## src/hw/rtl/b64sc_pkg.sv

```systemverilog
// shared types, codes and character helpers of the base64 stream codec
// no dependencies; imported by every codec module
`default_nettype none

package b64sc_pkg;

   // request kinds
   typedef enum logic [2:0] {
      KIND_DEC_CHAR = 3'd0,
      KIND_DEC_END  = 3'd1,
      KIND_ENC_BYTE = 3'd2,
      KIND_ENC_FIN  = 3'd3,
      KIND_RESTART  = 3'd4
   } kind_type;

   // result status codes
   typedef enum logic [1:0] {
      STAT_DATA = 2'd0,
      STAT_NEXT = 2'd1,
      STAT_ERR  = 2'd2,
      STAT_END  = 2'd3
   } status_type;

   // shared codec mode
   typedef enum logic [3:0] {
      ST_START = 4'd0,
      ST_DA    = 4'd1,
      ST_DB    = 4'd2,
      ST_DC    = 4'd3,
      ST_DD    = 4'd4,
      ST_PAD3  = 4'd5,
      ST_PAD2  = 4'd6,
      ST_PAD1  = 4'd7,
      ST_END   = 4'd8,
      ST_EA    = 4'd10,
      ST_EB    = 4'd11,
      ST_EC    = 4'd12
   } mode_type;

   localparam logic [7:0] PAD_RESET = 8'd61;

   typedef struct packed {
      kind_type   kind;
      logic [7:0] in_char;
      logic       final_req;
   } req_type;

   typedef struct packed {
      logic [7:0] out_byte;
      status_type status;
      logic       last;
   } rsp_type;

   // one accepted item's results, handed from front to back
   typedef struct packed {
      logic [3:0][7:0] bytes;
      logic [1:0]      last_idx;
      status_type      status;
   } desc_type;

   // queue status toward front and back
   typedef struct packed {
      logic full;
      logic empty;
   } q_stat_type;

   // alphabet value of a character; bit 6 set when not in the alphabet
   function automatic logic [6:0] char_value(input logic [7:0] c);
      logic [6:0] v;
      v = 7'h40;
      if (c >= 8'h41 && c <= 8'h5a) begin
         v = {1'b0, 6'(c - 8'h41)};
      end else if (c >= 8'h61 && c <= 8'h7a) begin
         v = {1'b0, 6'(c - 8'h61 + 8'd26)};
      end else if (c >= 8'h30 && c <= 8'h39) begin
         v = {1'b0, 6'(c - 8'h30 + 8'd52)};
      end else if (c == 8'h2b) begin
         v = 7'd62;
      end else if (c == 8'h2f) begin
         v = 7'd63;
      end
      return v;
   endfunction

   // alphabet character of a 6-bit value
   function automatic logic [7:0] enc_char(input logic [5:0] v);
      logic [7:0] c;
      if (v < 6'd26) begin
         c = 8'h41 + {2'b00, v};
      end else if (v < 6'd52) begin
         c = 8'h61 + {2'b00, v} - 8'd26;
      end else if (v < 6'd62) begin
         c = 8'h30 + {2'b00, v} - 8'd52;
      end else if (v == 6'd62) begin
         c = 8'h2b;
      end else begin
         c = 8'h2f;
      end
      return c;
   endfunction

   // punctuation accepted as pad character
   function automatic logic pad_allowed(input logic [7:0] c);
      logic ok;
      unique case (c)
         8'h22, 8'h25, 8'h26, 8'h27, 8'h28, 8'h29, 8'h2a, 8'h2c, 8'h2d,
         8'h2e, 8'h3a, 8'h3b, 8'h3c, 8'h3d, 8'h3e, 8'h3f, 8'h5f: ok = 1'b1;
         default: ok = 1'b0;
      endcase
      return ok;
   endfunction

endpackage

`default_nettype wire

```

## src/hw/rtl/b64sc_front.sv

```systemverilog
// front end: accepts requests, keeps mode, hold bits and pad character,
// and builds the result list of each item; depends on b64sc_pkg
`default_nettype none

module b64sc_front import b64sc_pkg::*; (
   input  wire logic       clock,
   input  wire logic       reset,
   input  wire logic       req_push,
   input  wire req_type    req_data,
   input  wire logic       csr_valid,
   output logic            csr_ready,
   input  wire logic [7:0] csr_wdata,
   input  wire q_stat_type q_stat,
   output logic            q_push,
   output desc_type        q_data
);

   mode_type   state_ff, state_in;
   logic [5:0] hold_ff, hold_in;
   logic [7:0] pad_ff;

   logic       accept;
   logic [7:0] dec_char;
   logic       is_pad;
   logic [6:0] cval;
   logic [5:0] val;
   logic [7:0] b;
   logic [5:0] hold_a, hold_b;
   logic [7:0] e_a, e_b, e_c1, e_c2, e_ta, e_tb, e_th;
   logic [2:0] cnt;
   logic [3:0][7:0] bytes;
   status_type status;

   assign csr_ready = 1'b1;
   assign accept    = req_push && !q_stat.full;

   // character classification
   assign dec_char = (req_data.kind == KIND_DEC_END) ? pad_ff : req_data.in_char;
   assign is_pad   = (dec_char == pad_ff);
   assign cval     = char_value(dec_char);
   assign val      = cval[5:0];

   // encode candidates
   assign b      = req_data.in_char;
   assign hold_a = {b[1:0], 4'b0000};
   assign hold_b = {b[3:0], 2'b00};
   assign e_a    = enc_char(b[7:2]);
   assign e_b    = enc_char(hold_ff | {2'b00, b[7:4]});
   assign e_c1   = enc_char(hold_ff | {4'b0000, b[7:6]});
   assign e_c2   = enc_char(b[5:0]);
   assign e_ta   = enc_char(hold_a);
   assign e_tb   = enc_char(hold_b);
   assign e_th   = enc_char(hold_ff);

   // next mode and result list
   always_comb begin
      state_in = state_ff;
      hold_in  = hold_ff;
      cnt      = 3'd0;
      bytes    = '0;
      status   = STAT_DATA;
      unique case (req_data.kind)
         KIND_DEC_CHAR, KIND_DEC_END: begin
            cnt = 3'd1;
            if (!is_pad && cval[6]) begin
               status = STAT_NEXT;
            end else begin
               unique case (state_ff)
                  ST_START, ST_DA: begin
                     status = STAT_NEXT;
                     if (is_pad) begin
                        state_in = ST_PAD3;
                     end else begin
                        hold_in  = val;
                        state_in = ST_DB;
                     end
                  end
                  ST_DB: begin
                     if (is_pad) begin
                        status = STAT_ERR;
                     end else begin
                        bytes[0] = {hold_ff, val[5:4]};
                        hold_in  = val;
                        state_in = ST_DC;
                     end
                  end
                  ST_DC: begin
                     if (is_pad) begin
                        status   = STAT_NEXT;
                        state_in = ST_PAD1;
                     end else begin
                        bytes[0] = {hold_ff[3:0], val[5:2]};
                        hold_in  = val;
                        state_in = ST_DD;
                     end
                  end
                  ST_DD: begin
                     if (is_pad) begin
                        status   = STAT_END;
                        state_in = ST_END;
                     end else begin
                        bytes[0] = {hold_ff[1:0], val};
                        state_in = ST_DA;
                     end
                  end
                  ST_PAD3, ST_PAD2: begin
                     if (!is_pad) begin
                        status = STAT_ERR;
                     end else begin
                        status   = STAT_NEXT;
                        state_in = (state_ff == ST_PAD3) ? ST_PAD2 : ST_PAD1;
                     end
                  end
                  ST_PAD1: begin
                     if (!is_pad) begin
                        status = STAT_ERR;
                     end else begin
                        status   = STAT_END;
                        state_in = ST_END;
                     end
                  end
                  ST_END: begin
                     status = STAT_END;
                  end
                  default: begin
                     status = STAT_ERR;
                  end
               endcase
            end
         end
         KIND_ENC_BYTE: begin
            unique case (state_ff)
               ST_START, ST_EA: begin
                  bytes[0] = e_a;
                  hold_in  = hold_a;
                  if (req_data.final_req) begin
                     bytes[1] = e_ta;
                     bytes[2] = pad_ff;
                     bytes[3] = pad_ff;
                     cnt      = 3'd4;
                     state_in = ST_EA;
                  end else begin
                     cnt      = 3'd1;
                     state_in = ST_EB;
                  end
               end
               ST_EB: begin
                  bytes[0] = e_b;
                  hold_in  = hold_b;
                  if (req_data.final_req) begin
                     bytes[1] = e_tb;
                     bytes[2] = pad_ff;
                     cnt      = 3'd3;
                     state_in = ST_EA;
                  end else begin
                     cnt      = 3'd1;
                     state_in = ST_EC;
                  end
               end
               ST_EC: begin
                  bytes[0] = e_c1;
                  bytes[1] = e_c2;
                  cnt      = 3'd2;
                  state_in = ST_EA;
               end
               default: begin
                  if (req_data.final_req) begin
                     state_in = ST_EA;
                  end
               end
            endcase
         end
         KIND_ENC_FIN: begin
            state_in = ST_EA;
            unique case (state_ff)
               ST_START, ST_EA: begin
                  bytes = {4{pad_ff}};
                  cnt   = 3'd4;
               end
               ST_EB: begin
                  bytes[0] = e_th;
                  bytes[1] = pad_ff;
                  bytes[2] = pad_ff;
                  cnt      = 3'd3;
               end
               ST_EC: begin
                  bytes[0] = e_th;
                  bytes[1] = pad_ff;
                  cnt      = 3'd2;
               end
               default: begin
                  cnt = 3'd0;
               end
            endcase
         end
         KIND_RESTART: begin
            state_in = ST_START;
            hold_in  = '0;
         end
         default: begin
            cnt = 3'd0;
         end
      endcase
   end

   // handoff to the queue
   assign q_push          = accept && (cnt != 3'd0);
   assign q_data.bytes    = bytes;
   assign q_data.last_idx = 2'(cnt - 3'd1);
   assign q_data.status   = status;

   // mode, hold and pad registers
   always_ff @(posedge clock) begin
      if (reset) begin
         state_ff <= ST_START;
         hold_ff  <= '0;
         pad_ff   <= PAD_RESET;
      end else begin
         if (accept) begin
            state_ff <= state_in;
            hold_ff  <= hold_in;
         end
         if (csr_valid && pad_allowed(csr_wdata)) begin
            pad_ff <= csr_wdata;
         end
      end
   end

endmodule

`default_nettype wire

```

## src/hw/rtl/b64sc_queue.sv

```systemverilog
// small descriptor queue between front and back of the codec
// depends on b64sc_pkg
`default_nettype none

module b64sc_queue import b64sc_pkg::*; #(
   parameter int DEPTH = 2
) (
   input  wire logic     clock,
   input  wire logic     reset,
   input  wire logic     push,
   input  wire desc_type push_data,
   input  wire logic     pop,
   output desc_type      head,
   output q_stat_type    stat
);

   localparam int PTR_W = (DEPTH > 1) ? $clog2(DEPTH) : 1;
   localparam int CNT_W = $clog2(DEPTH + 1);
   localparam logic [PTR_W-1:0] LAST_PTR = PTR_W'(DEPTH - 1);
   localparam logic [CNT_W-1:0] FULL_CNT = CNT_W'(DEPTH);

   desc_type          entry_ff [DEPTH];
   logic [PTR_W-1:0]  wr_ptr_ff, wr_ptr_in;
   logic [PTR_W-1:0]  rd_ptr_ff, rd_ptr_in;
   logic [CNT_W-1:0]  count_ff, count_in;
   logic              do_push, do_pop;

   assign stat.full  = (count_ff == FULL_CNT);
   assign stat.empty = (count_ff == '0);
   assign do_push    = push && !stat.full;
   assign do_pop     = pop && !stat.empty;
   assign head       = entry_ff[rd_ptr_ff];

   // pointer and fill count update
   always_comb begin
      wr_ptr_in = wr_ptr_ff;
      rd_ptr_in = rd_ptr_ff;
      count_in  = count_ff;
      if (do_push) begin
         wr_ptr_in = (wr_ptr_ff == LAST_PTR) ? '0 : wr_ptr_ff + 1'b1;
      end
      if (do_pop) begin
         rd_ptr_in = (rd_ptr_ff == LAST_PTR) ? '0 : rd_ptr_ff + 1'b1;
      end
      if (do_push && !do_pop) begin
         count_in = count_ff + 1'b1;
      end else if (do_pop && !do_push) begin
         count_in = count_ff - 1'b1;
      end
   end

   always_ff @(posedge clock) begin
      if (reset) begin
         wr_ptr_ff <= '0;
         rd_ptr_ff <= '0;
         count_ff  <= '0;
      end else begin
         wr_ptr_ff <= wr_ptr_in;
         rd_ptr_ff <= rd_ptr_in;
         count_ff  <= count_in;
      end
   end

   // entry storage
   always_ff @(posedge clock) begin
      if (do_push) begin
         entry_ff[wr_ptr_ff] <= push_data;
      end
   end

endmodule

`default_nettype wire

```

## src/hw/rtl/b64sc_back.sv

```systemverilog
// back end: walks the head descriptor one result per cycle into the
// response register while empty or popped; depends on b64sc_pkg
`default_nettype none

module b64sc_back import b64sc_pkg::*; (
   input  wire logic       clock,
   input  wire logic       reset,
   input  wire desc_type   head,
   input  wire q_stat_type q_stat,
   output logic            q_pop,
   output logic            rsp_empty,
   input  wire logic       rsp_pop,
   output rsp_type         rsp_data
);

   logic [1:0] idx_ff, idx_in;
   logic       valid_ff, valid_in;
   rsp_type    rsp_ff, rsp_in;
   logic       load;
   logic       at_last;

   assign rsp_empty = !valid_ff;
   assign rsp_data  = rsp_ff;
   assign load      = !q_stat.empty && (!valid_ff || rsp_pop);
   assign at_last   = (idx_ff == head.last_idx);
   assign q_pop     = load && at_last;

   // next response and walk position
   always_comb begin
      idx_in   = idx_ff;
      valid_in = valid_ff && !rsp_pop;
      rsp_in   = rsp_ff;
      if (load) begin
         valid_in        = 1'b1;
         rsp_in.out_byte = head.bytes[idx_ff];
         rsp_in.status   = head.status;
         rsp_in.last     = at_last;
         idx_in          = at_last ? 2'd0 : idx_ff + 2'd1;
      end
   end

   always_ff @(posedge clock) begin
      if (reset) begin
         idx_ff   <= '0;
         valid_ff <= 1'b0;
      end else begin
         idx_ff   <= idx_in;
         valid_ff <= valid_in;
      end
   end

   // response payload
   always_ff @(posedge clock) begin
      rsp_ff <= rsp_in;
   end

endmodule

`default_nettype wire

```

## src/hw/rtl/base64_stream_codec.sv

```systemverilog
// top level of the base64 stream codec: front, descriptor queue, back
// depends on b64sc_pkg, b64sc_front, b64sc_queue, b64sc_back
//
// Requests enter through a queue-like port: an item transfers when req_push
// is high and req_full is low. Each item is a decode character, a decode end,
// an encode byte (optionally final), an encode finish or a restart. The front
// end updates the shared mode and hold bits in the cycle of the transfer and
// writes the item's results (none to four) into a QUEUE_DEPTH-entry queue.
// The back end moves one result per cycle into the response register while it
// is empty or popped; the oldest result is shown while rsp_empty is low and
// transfers when rsp_pop is high. With the queue and response register idle,
// the first result passes through a queue entry, then the response register.
// Throughput: one request per cycle into the queue while req_full is low; the
// back end drains one result per cycle while the consumer keeps up. Encode
// bytes give up to two results, up to four with the final flag; finish up to four.
// When the consumer stalls, the response register holds, the queue fills and
// req_full rises. The pad character is written through csr_valid/csr_wdata
// (always ready); only allowed punctuation takes effect. Reset is synchronous:
// mode and hold clear, pad returns to '=', the queue and response register empty.
`default_nettype none

module base64_stream_codec import b64sc_pkg::*; #(
   parameter int QUEUE_DEPTH = 2
) (
   input  wire logic       clock,
   input  wire logic       reset,
   input  wire logic       req_push,
   output logic            req_full,
   input  wire req_type    req_data,
   output logic            rsp_empty,
   input  wire logic       rsp_pop,
   output rsp_type         rsp_data,
   input  wire logic       csr_valid,
   output logic            csr_ready,
   input  wire logic [7:0] csr_wdata
);

   q_stat_type q_stat;
   logic       q_push, q_pop;
   desc_type   q_in, q_head;

   assign req_full = q_stat.full;

   b64sc_front u_front (
      .clock     (clock),
      .reset     (reset),
      .req_push  (req_push),
      .req_data  (req_data),
      .csr_valid (csr_valid),
      .csr_ready (csr_ready),
      .csr_wdata (csr_wdata),
      .q_stat    (q_stat),
      .q_push    (q_push),
      .q_data    (q_in)
   );

   b64sc_queue #(
      .DEPTH (QUEUE_DEPTH)
   ) u_queue (
      .clock     (clock),
      .reset     (reset),
      .push      (q_push),
      .push_data (q_in),
      .pop       (q_pop),
      .head      (q_head),
      .stat      (q_stat)
   );

   b64sc_back u_back (
      .clock     (clock),
      .reset     (reset),
      .head      (q_head),
      .q_stat    (q_stat),
      .q_pop     (q_pop),
      .rsp_empty (rsp_empty),
      .rsp_pop   (rsp_pop),
      .rsp_data  (rsp_data)
   );

`ifndef SYNTHESIS
   // a multi-result item keeps the response register filled after a transfer
   a_multi_result_continues: assert property (@(posedge clock) disable iff (reset)
      (rsp_pop && !rsp_empty && !rsp_data.last) |=> !rsp_empty)
      else $error("response register drained in the middle of an item");

   // decode status results stand alone and carry no byte
   a_status_single: assert property (@(posedge clock) disable iff (reset)
      (!rsp_empty && rsp_data.status != STAT_DATA) |->
      (rsp_data.last && rsp_data.out_byte == 8'd0))
      else $error("non-data result is not a lone zero result");

   // reset leaves both sides idle
   a_reset_idle: assert property (@(posedge clock)
      reset |=> (rsp_empty && !req_full))
      else $error("codec not idle after reset");
`endif

endmodule

`default_nettype wire
```

## config.mk

```make
export PLATFORM = sky130hd
export DESIGN_NAME = base64_stream_codec
export DESIGN_NICKNAME = d
export VERILOG_FILES = /design/src/hw/rtl/b64sc_pkg.sv /design/src/hw/rtl/b64sc_front.sv /design/src/hw/rtl/b64sc_queue.sv /design/src/hw/rtl/b64sc_back.sv /design/src/hw/rtl/base64_stream_codec.sv
export SDC_FILE = /design/constraint.sdc
export NUM_CORES = 1
export LEC_CHECK = 0
export ABC_AREA = 1
export BUFFER_PORTS_ARGS = -buffer_cell sky130_fd_sc_hd__clkbuf_2
export CAP_MARGIN = 20
export CORE_ASPECT_RATIO = 1.5
export CORE_MARGIN = 2
export CORE_UTILIZATION = 44
export DETAILED_ROUTE_END_ITERATION = 8
export GPL_TIMING_DRIVEN = 0
export PLACE_DENSITY = 0.7
export SYNTH_ARGS = -nofsm -noshare
export SYNTH_HDL_FRONTEND = slang
export SYNTH_SLANG_ARGS = --single-unit
```

## constraint.sdc

```tcl
create_clock -name clock -period 5.4 [get_ports clock]
set_clock_uncertainty 0.05 [all_clocks]
set_input_delay 0.54 -clock clock [delete_from_list [all_inputs] [get_ports clock]]
set_output_delay 0.54 -clock clock [all_outputs]
set_load 0.02 [all_outputs]
```

==> impl_metrics.json, run 1 <==
{
  "antenna_left": 0,
  "drv_cap": 0,
  "h-tree-depth": 3,
  "die_w_um": 118,
  "status": "finished clean",
  "powerDensity_nw_per_um2": 299,
  "hp-class": "in -> reg",
  "synth_edf_count": 83,
  "synthFlopType": "edfxtp_1",
  "syn_inst": 1230,
  "portBuffers": 36,
  "drive_above_1_share": 0.0794,
  "io_pins": 39,
  "arrival_ns": 3.67,
  "syn-num-nets": 1295,
  "drc": 0,
  "fin_nets": 1344,
  "r2r-start": "u_front.state_ff[0]",
  "reg2reg_depth": 12,
  "setup_viol": 0,
  "post_cts_buffers": 0,
  "cts_resized": 0,
  "slew_headroom": 0.356,
  "synth_seq_cells": 109,
  "setup_tns_ns": 0,
  "power_leakage_nw": 4.00,
  "coreArea_um2": 19200,
  "initial_utilization": 0.449,
  "worst_setup_path_start_kind": "flop",
  "dieArea_um2": 20700,
  "cts_sinks": 109,
  "max_stage_delay_ns": 0.45,
  "wl_um": 27700,
  "hold_path_end": "u_front.pad_ff[2]",
  "clk_pin_slew_worst_paths_ns": 0.08,
  "fin_crit_sh": 0.682,
  "wire_per_inst_um": 18.0,
  "cts_tree": "done",
  "grt_pass1_vias": 8401,
  "diodes": 0,
  "critPathKind": "reg -> reg",
  "rrSetupSlack_ns": 1.72,
  "slew_viol_final": 0,
  "stdcell_count": 1540,
  "vias_per_cell": 5.74,
  "grt_util_all_layers": 0.268,
  "crit_fanout": 26,
  "crit_top_cell": "inv_1",
  "ctsHoldBuffers": 0,
  "via_count": 8838,
  "num_rows": 62,
  "ys_async_sr_fraction": 0,
  "grt_pass1_wl_um": 43600,
  "ir_drop_mv": 0.163,
  "syn2layout_area_growth_pct": 9.98,
  "cp-end-kind": "flop",
  "antenna_found_initial": 0,
  "ys_seq_area_frac": 0.350,
  "firstDrtPassIters": 6,
  "syn_area_um2": 8600,
  "worstPathCellList": "nor2_1, nand3_1, inv_1, clkbuf_1, o21ai_0, nand2_1, inv_1, ha_1, a21oi_1, inv_1, nor2_4, buf_12",
  "hold_viol_final": 0,
  "grt_max_degree": 30,
  "crit_slowest_cell": "clkbuf_1",
  "worstReg2RegEnd": "u_queue.entry_ff[0][1]",
  "cts_max_path_buffers": 2,
  "drtIter0Drc": 797,
  "hpwl_um": 21700,
  "rsz0062_at_grt": "no",
  "root_buffer": "clkbuf_16",
  "hold_depth": 3,
  "dp.cells": 1524,
  "ys_warn_count": 0,
  "chipHeight_um": 175,
  "cts_made_buffers": 9,
  "grt_overflow_total": 0,
  "hold_start": "csr_wdata[2]",
  "globalplace.congestion": 0.984,
  "worst_pin_slew_ns": 0.959,
  "clock_latency_ns": 0.35,
  "fin_util": 0.494,
  "synth_area_per_cell_um2": 7.00,
  "ys_types": 49,
  "fmax_mhz": 272,
  "cp.required_ns": 5.39,
  "min_period_ns": 3.68
}
[flip-flops by register name (all words and copies together), names as in the netlist, named ones only]
| register | flops |
|---|---|
| u_queue.entry_ff | 72 |
| u_front.hold_ff | 6 |
| u_queue.count_ff | 2 |
| u_back.rsp_data | 11 |
| u_back.valid_ff | 1 |
| u_front.state_ff | 4 |
| u_back.idx_ff | 2 |
| u_queue.wr_ptr_ff | 1 |
| u_front.pad_ff | 8 |
| u_queue.rd_ptr_ff | 1 |
[cells in the final DEF, fill, tap and decap left out, drive strengths merged, types with 26 or more instances in the layout]
cell type	count
nand3	125
edfxtp	83
inv	119
o21ai	117
nand2	282
dfxtp	26
nor2	186
a21oi	77
ha	40
clkbuf	68
[critical path, delay by kind of cell, from the launching register on]
family	cells	cell delay (ns)
compound gates	2	0.41
fa+ha+maj	1	0.19
buf+inv	5	1.23
flops	1	0.34
simple gates	4	1.13
[cells in the mapped netlist (2+ instances only)]
| library cell | number | area, um2 |
|---|---|---|
| clkbuf_1 | 23 | 86.3 |
| o21ai_1 | 4 | 20.0 |
| dfxtp_1 | 26 | 521 |
| a31oi_1 | 15 | 93.8 |
| clkinv_1 | 10 | 37.5 |
| o31ai_1 | 5 | 37.5 |
| nand3b_1 | 8 | 60.1 |
| inv_1 | 114 | 428 |
| nor3_1 | 4 | 20.0 |
| buf_4 | 3 | 22.5 |
| a211oi_1 | 3 | 22.5 |
| o22ai_1 | 13 | 81.3 |
| nand3_1 | 123 | 616 |
| o21ai_0 | 113 | 566 |
| nor2_4 | 3 | 33.8 |
| buf_6 | 4 | 45.0 |
| edfxtp_1 | 83 | 2490 |
| nand2_2 | 17 | 106 |
| o21a_1 | 4 | 30.0 |
| inv_2 | 2 | 7.51 |
| nor2_1 | 181 | 679 |
| buf_2 | 5 | 25.0 |
| a21oi_1 | 77 | 385 |
| o311ai_0 | 3 | 26.3 |
| buf_1 | 4 | 15.0 |
| ha_1 | 40 | 500 |
| or2_2 | 4 | 25.0 |
| nand3_2 | 2 | 20.0 |
| nand2_4 | 2 | 22.5 |
| xor2_1 | 21 | 184 |
| nand4_1 | 12 | 75.1 |
| xnor2_1 | 2 | 17.5 |
| a41oi_1 | 2 | 17.5 |
| o211ai_1 | 17 | 128 |
| o32ai_1 | 2 | 17.5 |
| nand2_1 | 263 | 987 |
| o221ai_1 | 4 | 35.0 |
[final cells by class]
cell class	instances	area (um2)
clock inverters	7	77.6
inverters	127	479
plain buffers	39	194
well taps	256	320
flip-flops and latches	109	3010
repair buffers	38	220
multi-input cells	955	4930
fillers	1927	9700
clock buffers	9	225
[power by group]
part	internal [mW]	total (mW)	switching [mW]
clock network	0.328	0.647	0.319
logic	0.319	1.09	0.773
registers	1.04	1.09	0.0457
total	1.69	2.82	1.14
[how the worst max path moves through the flow]
stage	from	end	depth (start not counted)
floorplan	req_data[9]	u_queue.entry_ff[1][0]	13
global placement	req_data[9]	u_queue.entry_ff[1][0]	14
detailed placement	req_data[9]	u_queue.entry_ff[0][0]	15
CTS	u_front.state_ff[0]	u_queue.entry_ff[0][1]	12
global route	u_front.state_ff[0]	u_queue.entry_ff[0][1]	12
finish	u_front.state_ff[0]	u_queue.entry_ff[0][1]	12
[layer usage]
layer	vias to the layer above	wire (um)	GRT usage
met3	124	1340	0.0208
met5	-	0	0
li1	4283	-	-
met1	4038	10300	0.298
met2	393	14200	0.486
met4	0	1910	0.176
[cell families after synthesis]
group | synth area share
AO/OA/AOI/OAI | 0.176
XOR/XNOR | 0.0234
adder cells (fa/ha/maj) | 0.0582
buffers and inverters | 0.0782
flip-flops | 0.350
other | 0.000436
AND/OR/NAND/NOR | 0.314
[through the flow]
| stage | hold slack [ns] | area, um2 | worst slack, ns | power (mW) |
|---|---|---|---|---|
| 3_3_place_gp | 0.421 | 9100 | -0.0854 | 2.16 |
| 3_5_place_dp | 0.433 | 9160 | 1.67 | 2.18 |
| 2_1_floorplan | 0.414 | 8600 | 1.26 | 1.84 |
| 6_report | 0.403 | 9460 | 1.72 | 2.82 |
| 5_1_grt | 0.410 | 9460 | 1.45 | 2.99 |
| 4_1_cts | 0.392 | 9460 | 1.80 | 2.82 |
Power figures use the tool's default switching activity.
==> run 2: changes to the inputs <==
==> constraint.sdc (replaced) <==
create_clock -name clock -period 3.85 [get_ports clock]
set_clock_uncertainty 0.05 [all_clocks]
set_input_delay 0.385 -clock clock [delete_from_list [all_inputs] [get_ports clock]]
set_output_delay 0.385 -clock clock [all_outputs]
set_load 0.02 [all_outputs]
==> run 2 against run 1 <==
Against the previous run: first-iteration DRC count increased by 6.1%; combinational power is 41% higher; highest routed layer unchanged; critical path depth stayed put.
==> impl_metrics.json, run 2 (synthesis results as in run 1) <==
{
  "status": "finished clean",
  "initial_utilization": 0.449,
  "largest_reg_flops": 72,
  "root_buffer": "clkbuf_16",
  "slew_headroom": 0.404,
  "power_mw": 3.99,
  "power_leakage_nw": 4.03,
  "r2r-start": "u_front.state_ff[1]",
  "drive_above_1_share": 0.0830,
  "min_period_ns": 3.54,
  "vias_per_cell": 5.72,
  "cts_tree": "done",
  "clk_pin_slew_worst_paths_ns": 0.08,
  "via_count": 8841,
  "wl_um": 27800,
  "hp-class": "in -> reg",
  "placed_area_um2": 9170,
  "portBuffers": 36,
  "hold_path_end": "u_front.pad_ff[0]",
  "ir_drop_mv": 0.224,
  "grt_pass1_wl_um": 43600,
  "diodes": 0,
  "hold_ws_ns": 0.235,
  "cts_max_path_buffers": 2,
  "critPathKind": "reg -> reg",
  "slew_viol_final": 0,
  "fmax_mhz": 282,
  "firstDrtPassIters": 8,
  "clock_latency_ns": 0.35,
  "drv_cap": 0,
  "top_register": "u_queue.entry_ff",
  "num_rows": 62,
  "grt_util_all_layers": 0.266,
  "chipHeight_um": 175,
  "worst_setup_path_start_kind": "flop",
  "layout_commonest_cell": "nand2_1",
  "globalplace.congestion": 0.972,
  "hpwl_um": 21800,
  "worst_pin_slew_ns": 0.888,
  "fin_area_um2": 9510,
  "drc": 0,
  "cts_sinks": 109,
  "grt_max_degree": 30,
  "crit_fanout": 29,
  "io_pins": 39,
  "antenna_found_initial": 0,
  "grt_pass1_vias": 8466,
  "fill_cells": 1996,
  "most-common-layout-cells": "nand2_1, nor2_1, nand3_1",
  "dieArea_um2": 20700,
  "arrival_ns": 3.54,
  "die_w_um": 118,
  "cts_made_buffers": 9,
  "antenna_left": 0,
  "coreArea_um2": 19200,
  "hold_start": "csr_wdata[0]",
  "setup_tns_ns": 0,
  "syn2layout_area_growth_pct": 10.5,
  "worstReg2RegEnd": "u_queue.entry_ff[1][6]",
  "cts_resized": 0,
  "fin_nets": 1349,
  "cp.required_ns": 3.85,
  "powerDensity_nw_per_um2": 420,
  "h-tree-depth": 3,
  "wire_per_inst_um": 18.0,
  "hold_depth": 3,
  "rrSetupSlack_ns": 0.31,
  "cp-end-kind": "flop",
  "fin_util": 0.496,
  "setup_viol": 0,
  "reg2reg_depth": 12,
  "rsz0062_at_grt": "no",
  "grt_overflow_total": 0,
  "hold_viol_final": 0,
  "fin_crit_sh": 0.920,
  "drtIter0Drc": 846
}
## run 2: timing repair
| item | CTS | global route |
|---|---|---|
| hold buffers | 0 | 0 |
| endpoints found under the setup margin | 0 | 22 |
| buffers inserted | 0 | 5 |
## run 2: report_power, final
part / switching (mW) / leakage (nW) / internal, mW
clock: 0.461 / 0.148 / 0.463
sequential: 0.0643 / 0.974 / 1.46
combinational: 1.09 / 2.91 / 0.458
## run 2: cell type report
class,count,area (um2),share of cell area
plain buffers,39,194,0.0204
clock buffers,9,225,0.0237
clock inverters,7,78.8,0.00829
inverters,127,479,0.0504
multi-input cells,955,4930,0.519
flip-flops and latches,109,3010,0.317
well taps,256,320,0.0337
repair buffers,43,265,0.0279
## run 2: how the worst max path moves through the flow
stage	endpoint	from	cells past startpoint	slack, ns
after floorplan	u_queue.entry_ff[1][0]	req_data[9]	13	0.46
after global placement	u_queue.entry_ff[1][1]	req_data[9]	14	-0.67
after detailed placement	u_queue.entry_ff[0][1]	req_data[9]	15	0.1
after CTS	u_queue.entry_ff[0][19]	u_front.state_ff[0]	12	0.22
after global routing	u_queue.entry_ff[1][7]	u_front.state_ff[0]	12	0.04
final	u_queue.entry_ff[1][6]	u_front.state_ff[1]	12	0.31
## run 2: metal layers
| layer | vias up | global-route usage | part of all wire |
|---|---|---|---|
| met5 | - | 0 | 0 |
| met4 | 0 | 0.186 | 0.079 |
| met3 | 149 | 0.0276 | 0.059 |
| met2 | 419 | 0.487 | 0.50 |
| met1 | 3982 | 0.283 | 0.36 |
| li1 | 4291 | - | - |
## run 2: metrics by stage
step | instances | setup slack [ns]
CTS | 1540 | 0.225
floorplan | 1230 | 0.455
detailed placement | 1524 | 0.0969
global route | 1545 | 0.0360
global placement | 1522 | -0.674
finish | 1545 | 0.308
## run 2: critical path, stage by stage, from the launching register on
cell	delay, ns
dfxtp_1	0.35
nor2_1	0.25
nand3_1	0.38
inv_1	0.25
clkbuf_1	0.46
o21ai_0	0.18
nand2_1	0.10
inv_1	0.09
ha_1	0.19
a21oi_1	0.23
inv_1	0.16
nor2_4	0.29
buf_12	0.24
==> run 3: changes to the inputs <==
==> constraint.sdc (replaced) <==
create_clock -name clock -period 3.7 [get_ports clock]
set_clock_uncertainty 0.05 [all_clocks]
set_input_delay 0.37 -clock clock [delete_from_list [all_inputs] [get_ports clock]]
set_output_delay 0.37 -clock clock [all_outputs]
set_load 0.02 [all_outputs]
==> run 3 against run 2 <==
Against the previous run: power is 4.1% higher; final area hardly changed; setup slack worse by 0.056 ns; non-clock buffer count is 1 lower; maximum frequency is 2.7% higher; first-iteration DRC count is 15% higher; cell count hardly changed; flip-flop and latch count stayed put; critical path type unchanged; largest power group unchanged.
==> impl_metrics.json, run 3 (synthesis results as in run 1) <==
{
  "status": "finished clean",
  "grt_util_all_layers": 0.266,
  "hold_viol_final": 0,
  "grt.met2_usage": 0.487,
  "drv_cap": 0,
  "power.internal_mw": 2.48,
  "worst_pin_slew_ns": 0.852,
  "top_register": "u_queue.entry_ff",
  "layout_commonest_cell": "nand2_1",
  "fin_nets": 1348,
  "grt_pass1_vias": 8466,
  "worst_setup_path_start_kind": "flop",
  "min_period_ns": 3.45,
  "globalplace.congestion": 0.972,
  "initial_utilization": 0.449,
  "cts_tree": "done",
  "crit_fanout": 29,
  "switchingPower_mw": 1.68,
  "power_frac_seq": 0.381,
  "cp-end-kind": "flop",
  "largest_reg_flops": 72,
  "drtIter0Drc": 976,
  "h-tree-depth": 3,
  "arrival_ns": 3.44,
  "wire_per_inst_um": 18.0,
  "setup_tns_ns": 0,
  "power_leakage_nw": 4.03,
  "via_count": 8845,
  "powerDensity_nw_per_um2": 437,
  "chipHeight_um": 175,
  "fin_util": 0.496,
  "slew_headroom": 0.428,
  "switching_share": 0.404,
  "cts_sinks": 109,
  "coreArea_um2": 19200,
  "grt_overflow_total": 0,
  "use_met3": 0.0276,
  "portBuffers": 36,
  "slew_viol_final": 0,
  "cp.required_ns": 3.70,
  "cts_resized": 0,
  "dieArea_um2": 20700,
  "post_cts_buffers": 0,
  "ctsHoldBuffers": 0,
  "grt-busiest-layer": "met2",
  "cts_max_path_buffers": 2,
  "clock_latency_ns": 0.35,
  "stdcell_count": 1544,
  "ir_drop_mv": 0.236,
  "setup_viol": 0,
  "drc": 0,
  "vias_per_cell": 5.73,
  "most-common-layout-cells": "nand2_1, nor2_1, nand3_1",
  "grt_use_met1": 0.283,
  "fin_crit_sh": 0.932,
  "antenna_found_initial": 0,
  "pwr-share-comb": 0.387,
  "diodes": 0,
  "rsz0062_at_grt": "no",
  "root_buffer": "clkbuf_16",
  "syn2layout_area_growth_pct": 10.5,
  "firstDrtPassIters": 7,
  "fmax_mhz": 290,
  "grt_pass1_wl_um": 43600,
  "hp-class": "in -> reg",
  "io_pins": 39,
  "hpwl_um": 21800,
  "pwr-share-clk": 0.231,
  "drive_above_1_share": 0.0831,
  "wl_um": 27800,
  "cts_made_buffers": 9,
  "die_w_um": 118,
  "num_rows": 62,
  "critPathKind": "reg -> reg",
  "clk_pin_slew_worst_paths_ns": 0.08,
  "grt_max_degree": 30,
  "antenna_left": 0,
  "dp.cells": 1524
}
[run 3: cell types whose count changed in the layout (fill, tap and decap cells not counted), sizes merged]
cell    change
clkbuf      -1
[run 3: cell type report]
| cell class | instances | area (um2) |
|---|---|---|
| Multi-Input combinational cell | 955 | 4930 |
| Sequential cell | 109 | 3010 |
| Clock buffer | 9 | 225 |
| Fill cell | 1996 | 9660 |
| Timing Repair Buffer | 43 | 265 |
| Inverter | 127 | 479 |
| Tap cell | 256 | 320 |
| Buffer | 38 | 190 |
| Clock inverter | 7 | 78.8 |
[run 3: power by group through the flow]
stage / sequential, mW / clock, mW / combinational [mW]
finish: 1.58 / 0.962 / 1.61
global route: 1.60 / 1.02 / 1.78
CTS: 1.58 / 0.969 / 1.58
detailed placement: 1.61 / 0 / 1.58
global placement: 1.61 / 0 / 1.55
floorplan: 1.68 / 0 / 1.01
[run 3: routing by layer]
layer  vias up  part of all wire
met2       416              0.50
met1      4006              0.37
li1       4286                 -
met3       137             0.056
met4         0             0.074
met5         -                 0
[run 3: path summary, 6_finish.rpt]
check / to / depth (start not counted) / slack [ns] / start
max: u_queue.entry_ff[1][6] / 13 / 0.25 / u_front.state_ff[3]
min: u_front.pad_ff[0] / 3 / 0.22 / csr_wdata[0]
max reg2reg: u_queue.entry_ff[1][6] / 13 / 0.25 / u_front.state_ff[3]
min reg2reg: flop / 1 / 0.46 / u_queue.rd_ptr_ff
[run 3: worst max-delay path, stage by stage (launching register included)]
cell	delay [ns]
dfxtp_1	0.46
inv_1	0.14
nor2_1	0.14
nand2_1	0.07
nand2_1	0.24
buf_1	0.41
nand2_1	0.20
nand3_1	0.11
nand2_1	0.14
ha_1	0.23
a21oi_1	0.25
inv_1	0.16
nor2_4	0.29
buf_12	0.24
[run 3: stage by stage]
step / power [mW] / instance area, um2 / worst slack (ns) / hold slack [ns]
floorplan: 2.69 / 8610 / 0.320 / 0.414
global placement: 3.16 / 9110 / -0.809 / 0.420
detailed placement: 3.19 / 9170 / -0.0381 / 0.436
CTS: 4.14 / 9470 / 0.0747 / 0.213
global route: 4.40 / 9510 / 0.0101 / 0.206
finish: 4.15 / 9510 / 0.252 / 0.220
